==> src/hdl/ncs_pkg.sv <==
`default_nettype none
// ----------------------------------------------------------------------------
// ncs_pkg: shared definitions for the nearest configuration search block
// Sizes, field widths, codes, state encoding and controller/datapath
// interface structs.
// ----------------------------------------------------------------------------
package ncs_pkg;

	// Store geometry and angle precision
	localparam int MAX_POINTS = 1024;
	localparam int JOINTS     = 16;
	localparam int ANGLE_BITS = 16;

	// Fixed field widths of the stream payloads
	localparam int IN_ANGLE_BITS = 16;
	localparam int INDEX_BITS    = 10;
	localparam int DIST_BITS     = 36;
	localparam int S_DATA_BITS   = 16;
	localparam int M_DATA_BITS   = 48;

	// Derived widths
	localparam int JW  = (JOINTS > 1) ? $clog2(JOINTS) : 1;
	localparam int PW  = $clog2(JOINTS + 1);
	localparam int IW  = $clog2(MAX_POINTS);
	localparam int CW  = $clog2(MAX_POINTS + 1);
	localparam int AW  = $clog2(MAX_POINTS * JOINTS);
	localparam int SQW = 2 * ANGLE_BITS + 2;
	localparam int SUMW = (SQW + 1 > DIST_BITS + 1) ? SQW + 1 : DIST_BITS + 1;

	localparam logic [DIST_BITS-1:0] DIST_MAX = '1;

	// Codes
	localparam logic FUNC_INSERT = 1'b0;
	localparam logic FUNC_QUERY  = 1'b1;
	localparam logic KIND_ACK    = 1'b0;
	localparam logic KIND_ANSWER = 1'b1;

	typedef enum logic [2:0] {
		ST_COLLECT,
		ST_COPY,
		ST_SCAN,
		ST_DRAIN,
		ST_EMIT
	} ncs_state_t;

	typedef struct packed {
		logic take;
		logic copy;
		logic scan;
		logic emit;
	} ncs_cmd_t;

	typedef struct packed {
		logic store_full;
		logic store_empty;
		logic copy_last;
		logic scan_last;
		logic scan_done;
		logic out_free;
	} ncs_status_t;

	typedef logic signed [ANGLE_BITS-1:0] angle_t;

	// Keep the low ANGLE_BITS bits when narrower, sign-extend when wider
	function automatic angle_t to_angle(input logic [IN_ANGLE_BITS-1:0] raw);
		return angle_t'(signed'(raw));
	endfunction

endpackage
`default_nettype wire

==> src/hdl/ncs_ctrl.sv <==
`default_nettype none
// ----------------------------------------------------------------------------
// ncs_ctrl: sequencing state machine
// Collect joints, then copy a point into the store or scan the store, or
// neither when full or empty, then hand the result to the output register.
// ----------------------------------------------------------------------------
module ncs_ctrl (
	input  wire logic                clk,
	input  wire logic                arst_n,
	input  wire logic                s_tvalid,
	input  wire logic                s_tlast,
	input  wire logic                s_tuser,
	output logic                     s_tready,
	input  wire ncs_pkg::ncs_status_t status,
	output ncs_pkg::ncs_cmd_t        cmd
);
	import ncs_pkg::*;

	ncs_state_t state_q;
	ncs_state_t state_d;

	always_ff @(posedge clk or negedge arst_n) begin
		if (!arst_n) begin
			state_q <= ST_COLLECT;
		end else begin
			state_q <= state_d;
		end
	end

	always_comb begin
		state_d = state_q;
		case (state_q)
			ST_COLLECT: begin
				if (s_tvalid && s_tlast) begin
					if (s_tuser == FUNC_INSERT) begin
						state_d = status.store_full ? ST_EMIT : ST_COPY;
					end else begin
						state_d = status.store_empty ? ST_EMIT : ST_SCAN;
					end
				end
			end
			ST_COPY: begin
				if (status.copy_last) state_d = ST_EMIT;
			end
			ST_SCAN: begin
				if (status.scan_last) state_d = ST_DRAIN;
			end
			ST_DRAIN: begin
				if (status.scan_done) state_d = ST_EMIT;
			end
			ST_EMIT: begin
				if (status.out_free) state_d = ST_COLLECT;
			end
			default: state_d = ST_COLLECT;
		endcase
	end

	always_comb begin
		s_tready = (state_q == ST_COLLECT);
		cmd.take = s_tvalid && (state_q == ST_COLLECT);
		cmd.copy = (state_q == ST_COPY);
		cmd.scan = (state_q == ST_SCAN);
		cmd.emit = (state_q == ST_EMIT) && status.out_free;
	end

endmodule
`default_nettype wire

==> config.mk <==
export PLATFORM = sky130hd
export DESIGN_NAME = ncs_ctrl
export DESIGN_NICKNAME = d
export VERILOG_FILES = /design/src/hdl/ncs_pkg.sv /design/src/hdl/ncs_ctrl.sv
export SDC_FILE = /design/constraint.sdc
export NUM_CORES = 1
export LEC_CHECK = 0
export BUFFER_PORTS_ARGS = -buffer_cell sky130_fd_sc_hd__buf_2
export CORE_AREA = 5 5 42 44
export CTS_BUF_LIST = sky130_fd_sc_hd__clkbuf_4 sky130_fd_sc_hd__clkbuf_8
export CTS_CLUSTER_SIZE = 14
export DETAILED_ROUTE_END_ITERATION = 16
export DIE_AREA = 0 0 47 49
export HOLD_SLACK_MARGIN = 0.15
export PLACE_DENSITY = 0.48
export SLEW_MARGIN = 25
export SYNTH_ARGS = -nofsm -noshare
export SYNTH_HDL_FRONTEND = slang
export SYNTH_SLANG_ARGS = --single-unit
==> constraint.sdc <==
create_clock -name clk -period 1.3 [get_ports clk]
set_input_delay 0.13 -clock clk [delete_from_list [all_inputs] [get_ports clk]]
set_output_delay 0.13 -clock clk [all_outputs]
set_load 0.005 [all_outputs]
; Word-level counts from Yosys, hierarchy flattened
; Index checks and enable logic that the tools add are counted.
[word_totals]
ff_bits = 3
output_inout_bits = 5
word_cells = 24
[classes]
eq_ne = 9
n_mux = 9
reduce_logical = 5
[ops]
columns = operator, n
row1 = 2-to-1 mux 3 bit, 8
row2 = one-hot mux 3 bit (5 select lines), 1
row3 = != test 2 bit (second input constant), 4
row4 = equality test 3 x 2 -> 1 bit (second input constant), 2
row5 = AND reduction 5 bit, 1
row6 = equality test 3 x 1 -> 1 bit (second input constant), 1
row7 = equality test 3 bit (second input constant), 1
row8 = logical AND 1 bit, 3
row9 = logical NOT 3 bit, 1
row10 = != test 2 x 1 -> 1 bit (second input constant), 1

; Depth between registers and ports, before layout
; Gate-level depths: netlist of the first run.
[depth]
depth_word = 4
mapped_depth = 4
ltp_nobuf = 3

; Worst setup path before layout of the first run
; No wires, ideal clock.
[synth_timing]
path_kind = reg-to-reg
start = reg state_q[1]
end = reg state_q[2]
setup_time_ps = 135
arrival_ps = 999
path_slack_ps = 166
stages_incl_launch_ff = 5
synth_period_minus_slack_ps = 1134
path_cell_list = dfrtp_1 buf_6 mux2_4 a32oi_1 o22ai_1
[synth_via]
elab_chain_len = 3
[synth_rtl]
columns = element, line_no
row1 = from (decl), ncs_ctrl.sv:19  ; ncs_state_t state_q;
row2 = from (signal assigned), ncs_ctrl.sv:26  ; state_q <= state_d;
row3 = equality test 3 x 1 -> 1 bit (tied with other cells), ncs_ctrl.sv:32  ; case (state_q)
row4 = != test 2 bit (no source line) / != test 2 x 1 -> 1 bit (equally long branches), --
row5 = AND reduction 5 bit (no source line), --
; Parallel ways exist; a longest one is shown, timed or not.
; A chain may end at the register's enable or synchronous reset.

; Worst setup path after layout of the first run
[layout_timing]
start = reg state_q[1]
end = reg state_q[0]
; The elaborated chain is that of the path after synthesis.

==> results.py, run 1 <==
metrics = {
    "logic_synthesis": {
        "synthTopCellsByArea": "dfrtp_1 (33%), a32oi_1 (7.7%), mux2_4 (6.6%), nor3b_1 (6.6%), a211oi_2 (5.5%)",
        "synth_area_um2": 229,
        "ys_ff_latch": 3,
        "synth_edf_count": 0,
        "syn-num-nets": 36,
        "synthesis.instances": 25,
        "synth.distinct_cells": 16,
        "yosysSeqAreaShare": 0.328,
        "synth_top_cell_area_share": 0.328,
        "synth_top_cell_by_area": "dfrtp_1",
        "syn_avg_cell_area_um2": 9.16,
        "async_reset_ff_frac": 1.00,
        "synth_warnings": 0,
        "synth_common_cells": "dfrtp_1 (3), nor2_1 (3)",
        "synth_flop_cell": "dfrtp_1",
    },
    "floorplanning": {
        "die_h_um": 49,
        "fp.dieW_um": 47,
        "coreArea_um2": 1400,
        "fp-row-count": 14,
        "start_util": 0.163,
        "ios": 16,
        "die-area_um2": 2300,
    },
    "placement": {
        "port-buffer-count": 15,
        "place.gp.congestion": 0.628,
        "place_ws_ps": 113,
        "place_area_um2": 312,
        "placed_cells_incl_taps": 54,
        "hpwl_um": 531,
    },
    "clock_tree": {
        "htree_levels": 1,
        "cts_tree": "done",
        "clock_latency_ps": 240,
        "clkSlewWorstSetupHoldPaths_ps": 40,
        "cts_sinks": 3,
        "cts-root-buf": "clkbuf_4",
        "cts_made_buffers": 3,
        "clock_path_buffers": 2,
    },
    "final_layout": {
        "reg_top3": "state_q (3)",
        "final_util": 0.291,
        "design_area_um2": 408,
        "largest_register_ffs": 3,
        "top_register": "state_q",
        "fin_nets": 60,
        "layoutNonFillerInstCount": 64,
        "drive_above_1_share": 0.667,
        "antenna_cells": 0,
        "syn2layout_area_growth_pct": 78.1,
    },
    "pwr": {
        "power_mw": 0.835,
        "vdd_drop_max_uv": 760,
        "p_leak_nw": 0.199,
        "p_per_area_nw_per_um2": 2050,
    },
    "detailed_routing": {
        "vias_per_cell": 4.23,
        "routed_wl_um": 774,
        "dr.pass1.iters": 3,
        "drcViolationCount": 0,
        "drtIter0Drc": 1,
        "ant_nets": 0,
        "routed-via-count": 271,
        "avgRoutedWirePerCell_um": 12.1,
    },
    "sta": {
        "hold_slack_ps": 226,
        "setup_viol": 0,
        "relSlewSlack": 0.766,
        "final.min_clock_period_ps": 1250,
        "post-route-period-util": 0.964,
        "worstMarginPinSlew_ps": 351,
        "fmax_mhz": 798,
        "setup-tns-final_ps": 0,
        "timing_hold_violations_final": 0,
        "slew_viol_final": 0,
        "setup_slack_ps": 47.1,
        "rsz0062_at_grt": "yes",
        "clock_skew_ps": 3.80,
    },
    "critical_path": {
        "r2r_start": "state_q[1]",
        "worst_ep_required_time_ps": 1440,
        "arrival_ps": 1390,
        "crit_start": "state_q[1]",
        "crit_path_max_fanout": 7,
        "cp-start-kind": "register",
        "endpoint_kind": "register",
        "critPathKind": "register to register",
    },
    "global_routing": {
        "grt_max_degree": 10,
        "antenna_found_initial": 0,
        "grt_pass1_wl_um": 1100,
        "grtUsageTotal": 0.0670,
        "grt_pass1_vias": 252,
        "grt_overflow": 0,
    },
    "flow_run": {
        "drv_cap": 0,
    },
    "run_status": {
        "run_status": "completed",
    },
    "hold_path": {
        "hp-class": "input port to asynchronous set/reset pin",
    },
}
-- logic make-up (layout without fill, tap and decap cells) --
| group | count (synthesis) | after routing | synth area share |
|---|---|---|---|
| AND/OR/NAND/NOR | 12 | 12 | 0.273 |
| multiplexers | 2 | 2 | 0.115 |
| AO/OA/AOI/OAI | 5 | 5 | 0.197 |
| flip-flops | 3 | 3 | 0.328 |
| buffers and inverters | 3 | 26 | 0.0874 |
-- layer usage --
metal  wire (µm)  global-route usage  vias to the layer above
li1            -                   -                      139
met1         343              0.0949                      116
met2         324              0.0701                       16
met3         106              0.0554                        0
met4           0              0.0276                        0
met5           0                   0                        -
-- worst max-delay path, cell delays in order, from the launching register on --
cell and delay [ps]:
dfrtp_2 460, buf_4 160, nor3_1 190, a221oi_1 120, a211oi_2 220
-- layout make-up --
cell class,count,area [µm²]
Timing Repair Buffer,22,133
Clock buffer,4,30.0
Sequential cell,3,78.8
Fill cell,161,993
Multi-Input combinational cell,19,146
Tap cell,16,20.0
-- power by group --
group          switching [mW]  internal, mW  total [mW]
Combinational           0.164         0.255       0.419
Sequential             0.0894         0.141       0.230
Clock                  0.0500         0.136       0.186
-- timing repair --
| item | in CTS | in global routing |
|---|---|---|
| buffers inserted | 0 | 4 |
| pin swaps | 0 | 1 |
| hold buffers | 2 | 0 |
| setup endpoints to repair | 2 | 2 |
| hold endpoints to repair | 4 | 0 |
| gates resized for setup | 3 | 3 |
-- worst paths after layout --
path / end / slack, ps / depth (start not counted)
worst max-delay path: state_q[0] / 50 / 4
worst min-delay path: state_q[2] / 230 / 2
worst max register to register: state_q[0] / 50 / 4
worst min register to register: state_q[1] / 520 / 1
max in group asynchronous: state_q[0] / 950 / 2
min in group clk: state_q[0] / 230 / 3
-- cells in the final DEF, fill, tap and decap left out --
cell / instances
dlygate4sd3_1: 2
nor2_1: 2
dfrtp_2: 3
nor2_4: 1
a221oi_1: 1
a32oi_1: 2
and2_1: 2
a211oi_2: 1
nor3_2: 1
mux2_2: 1
nand2_1: 2
nor3_1: 1
o22ai_1: 1
buf_2: 15
mux2_4: 1
nor3b_1: 2
clkbuf_4: 4
buf_4: 5
and3_1: 1
Note: power is estimated with default switching activity, not from simulation.
==> inputs of run 2 (changes only) <==
CELL_PAD_IN_SITES_DETAIL_PLACEMENT = 1   (was default)
CELL_PAD_IN_SITES_GLOBAL_PLACEMENT = 2   (was default)
CTS_BUF_LIST = sky130_fd_sc_hd__clkbuf_4   (was sky130_fd_sc_hd__clkbuf_4 sky130_fd_sc_hd__clkbuf_8)
PLACE_DENSITY = 0.74   (was 0.48)
TNS_END_PERCENT = 30   (was default)
==> results.py, run 2 (synthesis results as in run 1) <==
metrics = {
    "sta": {
        "clock_skew_ps": 3.11,
        "setup_viol": 0,
        "setup-tns-final_ps": 0,
        "rsz0062_at_grt": "yes",
        "post-route-period-util": 0.978,
        "relSlewSlack": 0.757,
        "final.min_clock_period_ps": 1270,
        "slew_viol_final": 0,
        "hold_slack_ps": 203,
        "worstMarginPinSlew_ps": 365,
        "fmax_mhz": 786,
        "timing_hold_violations_final": 0,
    },
    "final_layout": {
        "drive_above_1_share": 0.735,
        "antenna_cells": 0,
        "layoutNonFillerInstCount": 65,
        "syn2layout_area_growth_pct": 90.2,
        "seq_area_um2": 78.8,
        "top_register": "state_q",
        "fillers": 179,
        "fin_nets": 61,
        "final_common_cell": "buf_2",
        "design_area_um2": 435,
        "largest_register_ffs": 3,
        "reg_top3": "state_q (3)",
        "final_cell_mix": "buf_2 (14), buf_4 (6), clkbuf_4 (4), dfrtp_2 (3)",
        "multiInputGateArea_um2": 160,
    },
    "clock_tree": {
        "cts-root-buf": "clkbuf_4",
        "clock_latency_ps": 240,
        "cts_sinks": 3,
        "htree_levels": 1,
        "clkSlewWorstSetupHoldPaths_ps": 40,
        "cts_made_buffers": 3,
        "cts_tree": "done",
        "clock_path_buffers": 2,
    },
    "detailed_routing": {
        "drcViolationCount": 0,
        "dr.pass1.iters": 4,
        "routed-via-count": 287,
        "avgRoutedWirePerCell_um": 13.3,
        "drtIter0Drc": 3,
        "ant_nets": 0,
        "routed_wl_um": 863,
        "vias_per_cell": 4.42,
    },
    "global_routing": {
        "grt_pass1_vias": 265,
        "grt_overflow": 0,
        "grtUsageTotal": 0.0755,
        "antenna_found_initial": 0,
        "grt_pass1_wl_um": 1170,
        "grt_max_degree": 10,
    },
    "critical_path": {
        "crit_path_max_fanout": 6,
        "cp-start-kind": "register",
        "worst_ep_required_time_ps": 1170,
        "crit_chain": "nor3_4, and2_4, buf_6",
        "slowest_delay_ps": 460,
        "cp_top_family": "flip-flops",
        "arrival_ps": 1140,
        "endpoint_kind": "output port",
        "critPathKind": "register to output port",
        "critPathSlowestCell": "dfrtp_2",
        "cp_num_buf_inv": 1,
    },
    "floorplanning": {
        "fp-row-count": 14,
        "die-area_um2": 2300,
        "coreArea_um2": 1400,
        "die_h_um": 49,
        "fp.dieW_um": 47,
        "ios": 16,
        "start_util": 0.163,
    },
    "hold_path": {
        "hp-class": "input port to register",
    },
    "placement": {
        "port-buffer-count": 15,
        "placed_cells_incl_taps": 53,
        "hpwl_um": 548,
        "place_area_um2": 304,
        "place.gp.congestion": 0.691,
    },
    "pwr": {
        "p_leak_nw": 0.214,
        "vdd_drop_max_uv": 732,
        "p_per_area_nw_per_um2": 2120,
        "power_mw": 0.922,
    },
    "run_status": {
        "run_status": "completed",
    },
    "flow_run": {
        "drv_cap": 0,
    },
}
[run 2: cell types whose count changed in the layout (fill, tap and decap cells not counted)]
| cell | previous run | this run |
|---|---|---|
| nor3_2 | 1 | 0 |
| nor3b_1 | 2 | 0 |
| nor2_4 | 1 | 0 |
| and2_1 | 2 | 1 |
| buf_6 | 0 | 1 |
| buf_2 | 15 | 14 |
| nor3_4 | 0 | 1 |
| buf_4 | 5 | 6 |
| nor2_2 | 0 | 1 |
| nor3b_2 | 0 | 2 |
| and2_4 | 0 | 1 |
[run 2: stage by stage]
stage,setup WS (ps),utilization
after floorplan,166,-
after global placement,121,0.217
after detailed placement,103,0.217
after CTS,5.68,0.260
after global routing,-48.5,0.311
final,28.1,0.311
[run 2: what timing repair did]
action	4_1_cts	5_1_grt
setup buffers	0	6
hold endpoints to repair	4	0
resized for setup	4	6
hold buffers	2	0
pin swaps	0	2
endpoints found under the setup margin	2	3
[run 2: routing by layer]
metal,vias to the layer above,track usage,share of wire
met2,15,0.0882,0.51
met3,2,0.0517,0.063
met5,-,0,0
met1,131,0.0863,0.39
li1,139,-,-
met4,0,0.0691,0.032
[run 2: where the power goes]
group          internal (mW)  switching, mW  total (mW)
combinational          0.312          0.175       0.487
clock                  0.136         0.0568       0.193
sequential             0.141          0.102       0.242
total                  0.589          0.333       0.922
[run 2: path summary, 6_finish.rpt]
check | from | to | slack [ps] | cells after the start
worst max register to register | state_q[1] | state_q[2] | 110 | 3
worst max-delay path | state_q[0] | cmd[3] | 30 | 3
worst min-delay path | status[3] | state_q[0] | 200 | 3
min in group asynchronous | arst_n | state_q[0] | 210 | 2
max in group asynchronous | arst_n | state_q[2] | 960 | 2
worst min register to register | state_q[2] | state_q[1] | 550 | 1
[run 2: cell type report]
class                   count  share of cell area
well taps                  16              0.0460
flip-flops and latches      3               0.181
repair buffers             23               0.336
multi-input cells          19               0.368
clock buffers               4              0.0690
[run 2: worst reg2reg max path, stage by stage (launching register included)]
cell and delay (ps):
dfrtp_2 470, mux2_4 330, a32oi_1 160, o22ai_1 100
